**src/sv/wbps_pkg.sv**
```systemverilog
// ---------------------------------------------------------------------------
// wbps_pkg
// Shared constants, codes and control types of the wildcard byte pattern scan.
// ---------------------------------------------------------------------------
`default_nettype none

package wbps_pkg;

   localparam int MAX_PATTERN  = 64;
   localparam int PAT_IDX_BITS = $clog2(MAX_PATTERN);
   localparam int LEN_BITS     = $clog2(MAX_PATTERN + 1);
   localparam int WINDOW_DEPTH = MAX_PATTERN - 1;
   localparam int OFFSET_BITS  = 32;
   localparam int OUT_OFF_BITS = 32;
   localparam int CSR_ADDR_BITS = 3;
   localparam int CSR_DATA_BITS = 32;

   localparam logic [CSR_ADDR_BITS-1:0] CSR_PATTERN_LENGTH = 3'd0;

   typedef enum logic [1:0] {
      OP_LOAD    = 2'd0,
      OP_SCAN    = 2'd1,
      OP_RESTART = 2'd2
   } op_type;

   typedef enum logic {
      ST_IDLE = 1'b0,
      ST_EVAL = 1'b1
   } state_type;

   typedef struct packed {
      logic load;
      logic restart;
      logic capture;
      logic zero_rsp;
      logic eval;
   } cmd_type;

endpackage

`default_nettype wire

```
**src/sv/wbps_if.sv**
```systemverilog
// ---------------------------------------------------------------------------
// wbps_if
// Request and response channels of the wildcard byte pattern scan.
// ---------------------------------------------------------------------------
`default_nettype none

interface wbps_req_if;
   logic       valid;
   logic       ready;
   logic [1:0] operation;
   logic [5:0] entry_index;
   logic [7:0] entry_value;
   logic       entry_is_wildcard;
   logic [7:0] data_byte;
   logic       last_byte;

   modport source (output valid, operation, entry_index, entry_value,
                   entry_is_wildcard, data_byte, last_byte, input ready);
   modport sink   (input valid, operation, entry_index, entry_value,
                   entry_is_wildcard, data_byte, last_byte, output ready);
endinterface

interface wbps_rsp_if;
   logic        valid;
   logic        ready;
   logic        match_found;
   logic [31:0] match_offset;
   logic        scan_finished;
   logic        no_match;

   modport source (output valid, match_found, match_offset, scan_finished,
                   no_match, input ready);
   modport sink   (input valid, match_found, match_offset, scan_finished,
                   no_match, output ready);
endinterface

`default_nettype wire

```
**src/sv/wbps_ctrl.sv**
```systemverilog
// ---------------------------------------------------------------------------
// wbps_ctrl
// Sequencer: accepts requests, steps a scan through compare and decision,
// and owns the response valid flag.
// ---------------------------------------------------------------------------
`default_nettype none

module wbps_ctrl (
   input  wire logic              clock,
   input  wire logic              reset,
   input  wire logic              req_valid,
   input  wire logic [1:0]        req_operation,
   output      logic              req_ready,
   output      logic              rsp_valid,
   input  wire logic              rsp_ready,
   output      wbps_pkg::cmd_type cmd
);
   import wbps_pkg::*;

   state_type state_ff, state_in;
   logic      rsp_valid_ff, rsp_valid_in;
   logic      accept;

   always_ff @(posedge clock) begin
      if (reset) begin
         state_ff     <= ST_IDLE;
         rsp_valid_ff <= 1'b0;
      end else begin
         state_ff     <= state_in;
         rsp_valid_ff <= rsp_valid_in;
      end
   end

   always_comb begin
      state_in     = state_ff;
      cmd          = '0;
      req_ready    = 1'b0;
      accept       = 1'b0;
      rsp_valid_in = rsp_valid_ff && !rsp_ready;
      case (state_ff)
         ST_IDLE: begin
            req_ready = !rsp_valid_ff || rsp_ready;
            accept    = req_valid && req_ready;
            if (accept) begin
               case (op_type'(req_operation))
                  OP_SCAN: begin
                     cmd.capture = 1'b1;
                     state_in    = ST_EVAL;
                  end
                  OP_LOAD: begin
                     cmd.load     = 1'b1;
                     cmd.zero_rsp = 1'b1;
                     rsp_valid_in = 1'b1;
                  end
                  OP_RESTART: begin
                     cmd.restart  = 1'b1;
                     cmd.zero_rsp = 1'b1;
                     rsp_valid_in = 1'b1;
                  end
                  default: begin
                     cmd.zero_rsp = 1'b1;
                     rsp_valid_in = 1'b1;
                  end
               endcase
            end
         end
         ST_EVAL: begin
            cmd.eval     = 1'b1;
            rsp_valid_in = 1'b1;
            state_in     = ST_IDLE;
         end
         default: begin
            state_in = ST_IDLE;
         end
      endcase
   end

   assign rsp_valid = rsp_valid_ff;

endmodule

`default_nettype wire

```
**src/sv/wbps_dpath.sv**
```systemverilog
// ---------------------------------------------------------------------------
// wbps_dpath
// Pattern store, sliding byte window, per-position compare stage, byte
// counter, scan flags and response register.
// ---------------------------------------------------------------------------
`default_nettype none

module wbps_dpath (
   input  wire logic                          clock,
   input  wire logic                          reset,
   input  wire wbps_pkg::cmd_type             cmd,
   input  wire logic [wbps_pkg::LEN_BITS-1:0] pattern_length,
   input  wire logic [5:0]                    entry_index,
   input  wire logic [7:0]                    entry_value,
   input  wire logic                          entry_is_wildcard,
   input  wire logic [7:0]                    data_byte,
   input  wire logic                          last_byte,
   output      logic                          match_found,
   output      logic [31:0]                   match_offset,
   output      logic                          scan_finished,
   output      logic                          no_match
);
   import wbps_pkg::*;

   localparam logic [OFFSET_BITS-1:0] COUNT_MAX = '1;

   logic [7:0] pat_value_ff [MAX_PATTERN];
   logic       pat_wild_ff  [MAX_PATTERN];
   logic [7:0] window_ff    [WINDOW_DEPTH];

   logic [OFFSET_BITS-1:0] seen_ff;
   logic                   latched_ff;
   logic                   done_ff;
   logic [MAX_PATTERN-1:0] eq_ff, eq_in;
   logic [7:0]             cur_ff;
   logic                   last_ff;

   logic                    found_ff;
   logic [OUT_OFF_BITS-1:0] offset_ff;
   logic                    finished_ff;
   logic                    nomatch_ff;

   logic [7:0]             ext [MAX_PATTERN];
   logic [LEN_BITS-1:0]    back;
   logic [OFFSET_BITS-1:0] len_wide;
   logic [OFFSET_BITS-1:0] start_off;
   logic                   len_ok;
   logic                   hit;

   // byte at distance k back from the current byte (k = 0 is the current one)
   always_comb begin
      ext[0] = data_byte;
      for (int k = 1; k < MAX_PATTERN; k++) begin
         ext[k] = window_ff[k-1];
      end
   end

   always_comb begin
      back  = '0;
      eq_in = '0;
      for (int j = 0; j < MAX_PATTERN; j++) begin
         back     = pattern_length - LEN_BITS'(1) - LEN_BITS'(j);
         eq_in[j] = (LEN_BITS'(j) >= pattern_length) || pat_wild_ff[j] ||
                    (ext[back[PAT_IDX_BITS-1:0]] == pat_value_ff[j]);
      end
   end

   always_comb begin
      len_wide  = OFFSET_BITS'(pattern_length);
      len_ok    = (pattern_length != '0) &&
                  (pattern_length <= LEN_BITS'(MAX_PATTERN));
      hit       = len_ok && (seen_ff >= len_wide - OFFSET_BITS'(1)) && (&eq_ff);
      start_off = seen_ff + OFFSET_BITS'(1) - len_wide;
   end

   always_ff @(posedge clock) begin
      if (cmd.load) begin
         pat_value_ff[entry_index[PAT_IDX_BITS-1:0]] <= entry_value;
         pat_wild_ff[entry_index[PAT_IDX_BITS-1:0]]  <= entry_is_wildcard;
      end
   end

   always_ff @(posedge clock) begin
      if (cmd.capture) begin
         eq_ff   <= eq_in;
         cur_ff  <= data_byte;
         last_ff <= last_byte;
      end
   end

   always_ff @(posedge clock) begin
      if (reset || cmd.restart) begin
         for (int i = 0; i < WINDOW_DEPTH; i++) begin
            window_ff[i] <= '0;
         end
         seen_ff    <= '0;
         latched_ff <= 1'b0;
         done_ff    <= 1'b0;
      end else if (cmd.eval && !latched_ff && !done_ff) begin
         if (hit) begin
            latched_ff <= 1'b1;
         end else begin
            window_ff[0] <= cur_ff;
            for (int i = 1; i < WINDOW_DEPTH; i++) begin
               window_ff[i] <= window_ff[i-1];
            end
            if (seen_ff != COUNT_MAX) begin
               seen_ff <= seen_ff + OFFSET_BITS'(1);
            end
            if (last_ff) begin
               done_ff <= 1'b1;
            end
         end
      end
   end

   always_ff @(posedge clock) begin
      if (cmd.zero_rsp) begin
         found_ff    <= 1'b0;
         offset_ff   <= '0;
         finished_ff <= 1'b0;
         nomatch_ff  <= 1'b0;
      end else if (cmd.eval) begin
         found_ff    <= 1'b0;
         offset_ff   <= '0;
         finished_ff <= 1'b0;
         nomatch_ff  <= 1'b0;
         if (latched_ff || done_ff) begin
            finished_ff <= 1'b1;
         end else if (hit) begin
            found_ff    <= 1'b1;
            offset_ff   <= start_off[OUT_OFF_BITS-1:0];
            finished_ff <= 1'b1;
         end else if (last_ff) begin
            finished_ff <= 1'b1;
            nomatch_ff  <= 1'b1;
         end
      end
   end

   assign match_found   = found_ff;
   assign match_offset  = offset_ff;
   assign scan_finished = finished_ff;
   assign no_match      = nomatch_ff;

endmodule

`default_nettype wire

```
**src/sv/wildcard_byte_pattern_scan.sv**
```systemverilog
// ---------------------------------------------------------------------------
// wildcard_byte_pattern_scan
// Finds the first match of a stored byte pattern with wildcards in a
// streamed memory region and reports its start offset.
//
//   channel   direction  handshake            contents
//   req_chan  in         valid/ready          operation, pattern entry, byte
//   rsp_chan  out        valid/ready          match, offset, finished, none
//   csr       in         psel/penable/pready  pattern_length at address 0
//
// Load, restart and unused codes register their response directly; a scan byte
// first registers the per-position compare vector, then decides and updates.
// A new request is taken while the response register drains.
// Synchronous reset clears the window, counter and flags; pattern entries are
// not reset and there is no clearing pass.
// ---------------------------------------------------------------------------
`default_nettype none

module wildcard_byte_pattern_scan (
   input  wire logic                                 clock,
   input  wire logic                                 reset,
   wbps_req_if.sink                                  req_chan,
   wbps_rsp_if.source                                rsp_chan,
   input  wire logic                                 psel,
   input  wire logic                                 penable,
   input  wire logic                                 pwrite,
   input  wire logic [wbps_pkg::CSR_ADDR_BITS-1:0]   paddr,
   input  wire logic [wbps_pkg::CSR_DATA_BITS-1:0]   pwdata,
   output      logic [wbps_pkg::CSR_DATA_BITS-1:0]   prdata,
   output      logic                                 pready
);
   import wbps_pkg::*;

   cmd_type             cmd;
   logic [LEN_BITS-1:0] length_ff;
   logic                csr_write;
   logic                csr_hit;

   assign pready    = 1'b1;
   assign csr_write = psel && penable && pwrite && pready;
   // registers are decoded by word index
   assign csr_hit   = (paddr[CSR_ADDR_BITS-1:2] ==
                       CSR_PATTERN_LENGTH[CSR_ADDR_BITS-1:2]);

   always_ff @(posedge clock) begin
      if (reset) begin
         length_ff <= '0;
      end else if (csr_write && csr_hit) begin
         length_ff <= pwdata[LEN_BITS-1:0];
      end
   end

   always_comb begin
      prdata = '0;
      if (csr_hit) begin
         prdata = CSR_DATA_BITS'(length_ff);
      end
   end

   wbps_ctrl u_ctrl (
      .clock         (clock),
      .reset         (reset),
      .req_valid     (req_chan.valid),
      .req_operation (req_chan.operation),
      .req_ready     (req_chan.ready),
      .rsp_valid     (rsp_chan.valid),
      .rsp_ready     (rsp_chan.ready),
      .cmd           (cmd)
   );

   wbps_dpath u_dpath (
      .clock             (clock),
      .reset             (reset),
      .cmd               (cmd),
      .pattern_length    (length_ff),
      .entry_index       (req_chan.entry_index),
      .entry_value       (req_chan.entry_value),
      .entry_is_wildcard (req_chan.entry_is_wildcard),
      .data_byte         (req_chan.data_byte),
      .last_byte         (req_chan.last_byte),
      .match_found       (rsp_chan.match_found),
      .match_offset      (rsp_chan.match_offset),
      .scan_finished     (rsp_chan.scan_finished),
      .no_match          (rsp_chan.no_match)
   );

endmodule

`default_nettype wire

```
**src/flat_wrapper.sv**
```systemverilog
// flat-port wrapper written by rule: the top's interface ports become plain ports
module wildcard_byte_pattern_scan_flat import wbps_pkg::*;
  (clock, reset, psel, penable, pwrite, paddr, pwdata, prdata, pready, req_chan_valid, req_chan_operation, req_chan_entry_index, req_chan_entry_value, req_chan_entry_is_wildcard, req_chan_data_byte, req_chan_last_byte, req_chan_ready, rsp_chan_valid, rsp_chan_match_found, rsp_chan_match_offset, rsp_chan_scan_finished, rsp_chan_no_match, rsp_chan_ready);
  wbps_req_if req_chan_i ();
  wbps_rsp_if rsp_chan_i ();
  input  wire logic clock;
  input  wire logic reset;
  input  wire logic psel;
  input  wire logic penable;
  input  wire logic pwrite;
  input  wire logic [wbps_pkg::CSR_ADDR_BITS-1:0] paddr;
  input  wire logic [wbps_pkg::CSR_DATA_BITS-1:0] pwdata;
  output      logic [wbps_pkg::CSR_DATA_BITS-1:0] prdata;
  output      logic pready;
  input wire logic [$bits(req_chan_i.valid)-1:0] req_chan_valid;
  input wire logic [$bits(req_chan_i.operation)-1:0] req_chan_operation;
  input wire logic [$bits(req_chan_i.entry_index)-1:0] req_chan_entry_index;
  input wire logic [$bits(req_chan_i.entry_value)-1:0] req_chan_entry_value;
  input wire logic [$bits(req_chan_i.entry_is_wildcard)-1:0] req_chan_entry_is_wildcard;
  input wire logic [$bits(req_chan_i.data_byte)-1:0] req_chan_data_byte;
  input wire logic [$bits(req_chan_i.last_byte)-1:0] req_chan_last_byte;
  output wire logic [$bits(req_chan_i.ready)-1:0] req_chan_ready;
  output wire logic [$bits(rsp_chan_i.valid)-1:0] rsp_chan_valid;
  output wire logic [$bits(rsp_chan_i.match_found)-1:0] rsp_chan_match_found;
  output wire logic [$bits(rsp_chan_i.match_offset)-1:0] rsp_chan_match_offset;
  output wire logic [$bits(rsp_chan_i.scan_finished)-1:0] rsp_chan_scan_finished;
  output wire logic [$bits(rsp_chan_i.no_match)-1:0] rsp_chan_no_match;
  input wire logic [$bits(rsp_chan_i.ready)-1:0] rsp_chan_ready;
  assign req_chan_i.valid = req_chan_valid;
  assign req_chan_i.operation = req_chan_operation;
  assign req_chan_i.entry_index = req_chan_entry_index;
  assign req_chan_i.entry_value = req_chan_entry_value;
  assign req_chan_i.entry_is_wildcard = req_chan_entry_is_wildcard;
  assign req_chan_i.data_byte = req_chan_data_byte;
  assign req_chan_i.last_byte = req_chan_last_byte;
  assign req_chan_ready = req_chan_i.ready;
  assign rsp_chan_valid = rsp_chan_i.valid;
  assign rsp_chan_match_found = rsp_chan_i.match_found;
  assign rsp_chan_match_offset = rsp_chan_i.match_offset;
  assign rsp_chan_scan_finished = rsp_chan_i.scan_finished;
  assign rsp_chan_no_match = rsp_chan_i.no_match;
  assign rsp_chan_i.ready = rsp_chan_ready;
  wildcard_byte_pattern_scan u_core (.clock(clock), .reset(reset), .req_chan(req_chan_i), .rsp_chan(rsp_chan_i), .psel(psel), .penable(penable), .pwrite(pwrite), .paddr(paddr), .pwdata(pwdata), .prdata(prdata), .pready(pready));
endmodule
```
**config.mk**
```make
export PLATFORM = sky130hd
export DESIGN_NAME = wildcard_byte_pattern_scan_flat
export DESIGN_NICKNAME = d
export VERILOG_FILES = /design/src/sv/wbps_pkg.sv /design/src/sv/wbps_if.sv /design/src/sv/wbps_ctrl.sv /design/src/sv/wbps_dpath.sv /design/src/sv/wildcard_byte_pattern_scan.sv /design/src/flat_wrapper.sv
export SDC_FILE = /design/constraint.sdc
export NUM_CORES = 2
export LEC_CHECK = 0
export ABC_AREA = 1
export BUFFER_PORTS_ARGS = -buffer_cell sky130_fd_sc_hd__buf_2
export CORE_ASPECT_RATIO = 2
export CORE_MARGIN = 5
export CORE_UTILIZATION = 34
export CTS_BUF_LIST = sky130_fd_sc_hd__clkbuf_4 sky130_fd_sc_hd__clkbuf_8
export DETAILED_ROUTE_END_ITERATION = 10
export PLACE_DENSITY = 0.47
export SYNTH_ARGS = -nofsm -noshare
export SYNTH_HDL_FRONTEND = slang
export SYNTH_HIERARCHICAL = 1
export SYNTH_SLANG_ARGS = --single-unit
```
**constraint.sdc**
```tcl
create_clock -name clock -period 50.2 [get_ports clock]
set_input_delay 10.04 -clock clock [delete_from_list [all_inputs] [get_ports clock]]
set_output_delay 10.04 -clock clock [all_outputs]
set_load 0.01 [all_outputs]
```
==> impl_results.md <==
* CTS tree: built
* Share of the synthesized area in the top cell type at 37.3%
* Antenna violations before repair at 44
* Routability Congestion at 1.06
* Number of cell rows at 271
* Die Span Y at 749 microns
* Clk slew on worst S/H paths at 0.06 ns
* Max Transition Viols Final at 1
* R2r endpoint: u_core/u_dpath/eq_ff[6]
* Worst EP arrival at 10.48 ns
* Max VDD drop at 22.1 uV
* Final TNS setup at 0 ns
* Hold Path Class: flop to flop
* Cells after DPL at 17.0k
* CP endpoint kind: output port
* Crit path max fanout at 9
* Skew-Pair Late Insertion Delay at 1.04 ns
* Postcts setup bufs at 0
* Period utilization at 40.9%
* CP Capture Point: prdata[4]
* Post-synth ARST share at 0%
* Actual slew at the worst max-slew pin at 1.48 ns
* Vias in the first global route at 87.5k
* Max clock buf depth at 4
* DRT antenna net count at 0
* Resized cells post-CTS at 0
* Failing checks: capacitance limit, slew limit
* Dpl ws at 29.68 ns
* Grt ovf at 0
* Nets at 13.8k
* Worst path required time at 40.16 ns
* Pwr/cell area at 40.8 mW/mm^2
* Crit path setup slack, layout at 29.68 ns
* PortBufs at 84
* Outcome: finished, violations left
* Initial DRC count at 10.1k
* Tmin final at 20.52 ns
* Top-Level Pins at 138
* Peak Freq at 48.7 MHz
* Syn-to-layout area delta at 9.62%
* Final WL at 535000 microns
* Register area share after synthesis at 39.0%
* Overall Global Routing Usage at 36.5%
* Worst R2R Path Depth at 18
* Number of warnings issued by yosys at 6
* Cell Count, Final, Fillers Out at 17.4k
* EDFF count, synth at 1153
* Cell taking the most area after synthesis: edfxtp_1
* Largest net degree at the start of global routing at 237
* Detailed Routing Iterations Pass 1 at 6
* Global-route wire length before repair at 711000 microns
* Synth Cell Area at 0.0928 sq mm
* Root Driver: clkbuf_8
* Leakage at 44.1 nW
* Vias/cell at 5.52
* Synthesized instance count at 13.8k
* DIE AREA at 0.284 sq mm
* Clock sinks at 1231
* CTS Buf Count at 218
* Routed WL per cell at 30.8 microns
* CTS Hold Buffers Added at 0
* Crit path launch type: input port
* Total power at 4.15 mW
* RSZ-0062 raised after global routing: no
* Worst Skew at 0.0722 ns
* FF+latch count, synth at 1231
* R2r startpoint: u_core/length_ff[0]
* Netlist cell types at 56
* R2R Setup Slk at 40.90 ns
* DP HPWL at 424000 microns
* Average size of a mapped cell at 6.73 sq um
* Top_reg_cell synth: edfxtp_1
* HP Start: u_core/u_dpath/done_ff
* Final hold vios at 0
* Critical Path Source: paddr[2]
* Max-Cap Viols at 1
* Layout cell share with drive strength beyond 1 at 7.43%
* Final Setup Violations at 0
* Remaining DRCs at 0
* Starting density of the core at 34.1%
* Via count at 96.0k
* Die width at 379 microns
* Crit Path Class: input port to output port
* Filler Cells Inserted at 29.1k
* H-tree depth at 4
* Slew margin rel. at -1.45%
* Dominant cells by area after synthesis: edfxtp_1, nand2_1, nand3_1
* Core ar. at 0.272 sq mm
[routing by layer]
layer	part of all wire [%]	vias to the layer above	GRT usage, %
li1	-	45200	-
met1	33	45400	36.2
met2	47	4020	61.3
met3	6.0	1359	6.01
met4	14	16	40.5
met5	0.018	-	0
[cells in the final DEF, fill, tap and decap left out, drive strengths merged, types with 3 or more instances in the layout]
cell type	instances
o21ai	1659
diode	27
o221ai	3
clkbuf	286
buf	386
clkinv	94
a211oi	26
nor4	10
nor2	938
or2	101
conb	26
ha	58
nand3	1672
nand4	74
inv	1223
a21oi	96
edfxtp	1153
o211ai	260
xnor2	39
nand3b	134
nor3	34
a31oi	14
bufinv	6
dfxtp	78
mux2i	136
clkinvlp	4
xor2	80
o21a	16
nand2	5202
[registers in the layout, summed over array words and instances (netlist names)]
| name | flops |
|---|---|
| u_core/u_dpath/done_ff | 1 |
| u_core/u_dpath/pat_value_ff | 512 |
| u_core/u_dpath/window_ff | 504 |
| u_core/u_dpath/match_found | 1 |
| u_core/length_ff | 7 |
| u_core/u_dpath/seen_ff | 32 |
| u_core/u_dpath/last_ff | 1 |
| u_core/u_ctrl/state_ff | 1 |
| u_core/u_ctrl/rsp_valid | 1 |
| u_core/u_dpath/eq_ff | 64 |
| u_core/u_dpath/pat_wild_ff | 64 |
| u_core/u_dpath/latched_ff | 1 |
| u_core/u_dpath/scan_finished | 1 |
| u_core/u_dpath/no_match | 1 |
| u_core/u_dpath/cur_ff | 8 |
| u_core/u_dpath/match_offset | 32 |
[critical path, cell delays in order]
cell	delay, ns
buf_2	0.17
nor2_1	0.13
buf_2	0.14
[power breakdown]
group          total [mW]  internal [mW]  switching (mW)
Sequential           1.18           1.16          0.0191
Combinational        1.98          0.479            1.50
Clock               0.993          0.487           0.507
[layout make-up]
class | instances | area, sq um | share of cell area, %
Clock inverter | 106 | 641 | 0.630
Tap cell | 3549 | 4440 | 4.36
Antenna cell | 27 | 67.6 | 0.0664
Sequential cell | 1231 | 36200 | 35.6
Clock buffer | 286 | 3520 | 3.46
Multi-Input combinational cell | 10600 | 49400 | 48.6
Inverter | 1221 | 4610 | 4.53
Timing Repair Buffer | 386 | 2830 | 2.79
[stage by stage]
stage | instance area (sq um) | util (%) | hold WS, ns
after floorplan | 92900 | - | 0.431
after global placement | 97500 | 35.8 | 0.450
after detailed placement | 97500 | 35.8 | 0.455
after CTS | 102000 | 37.4 | 0.464
after global routing | 102000 | 37.4 | 0.486
final | 102000 | 37.4 | 0.466
[worst min path at each step]
stage,endpoint,slack (ns),cells past startpoint
2_1_floorplan,u_core/u_dpath/done_ff,0.43,2
3_3_place_gp,u_core/u_dpath/done_ff,0.45,2
3_5_place_dp,u_core/u_dpath/match_offset[19],0.45,2
4_1_cts,u_core/u_dpath/done_ff,0.46,2
5_1_grt,u_core/u_dpath/match_offset[19],0.49,2
6_report,u_core/u_dpath/done_ff,0.47,2
[cells in the mapped netlist (all sizes together), types with 101 or more instances]
cell / n
nand2: 5202
nand3: 1672
o21ai: 1659
inv: 1219
edfxtp: 1153
nor2: 938
buf: 383
clkbuf: 381
o211ai: 260
mux2i: 136
nand3b: 134
or2: 101
[logic make-up (layout without fill, tap and decap cells)]
group	Yosys count	after routing	synth area share, %
AO/OA/AOI/OAI	2083	2083	12.1
XOR/XNOR	119	119	1.49
adder cells (fa/ha/maj)	59	59	0.803
buffers and inverters	1985	1999	8.61
flip-flops	1231	1231	39.0
multiplexers	136	136	1.47
other	2	53	0.00809
AND/OR/NAND/NOR	8168	8168	36.5
Power figures use the tool's default switching activity.
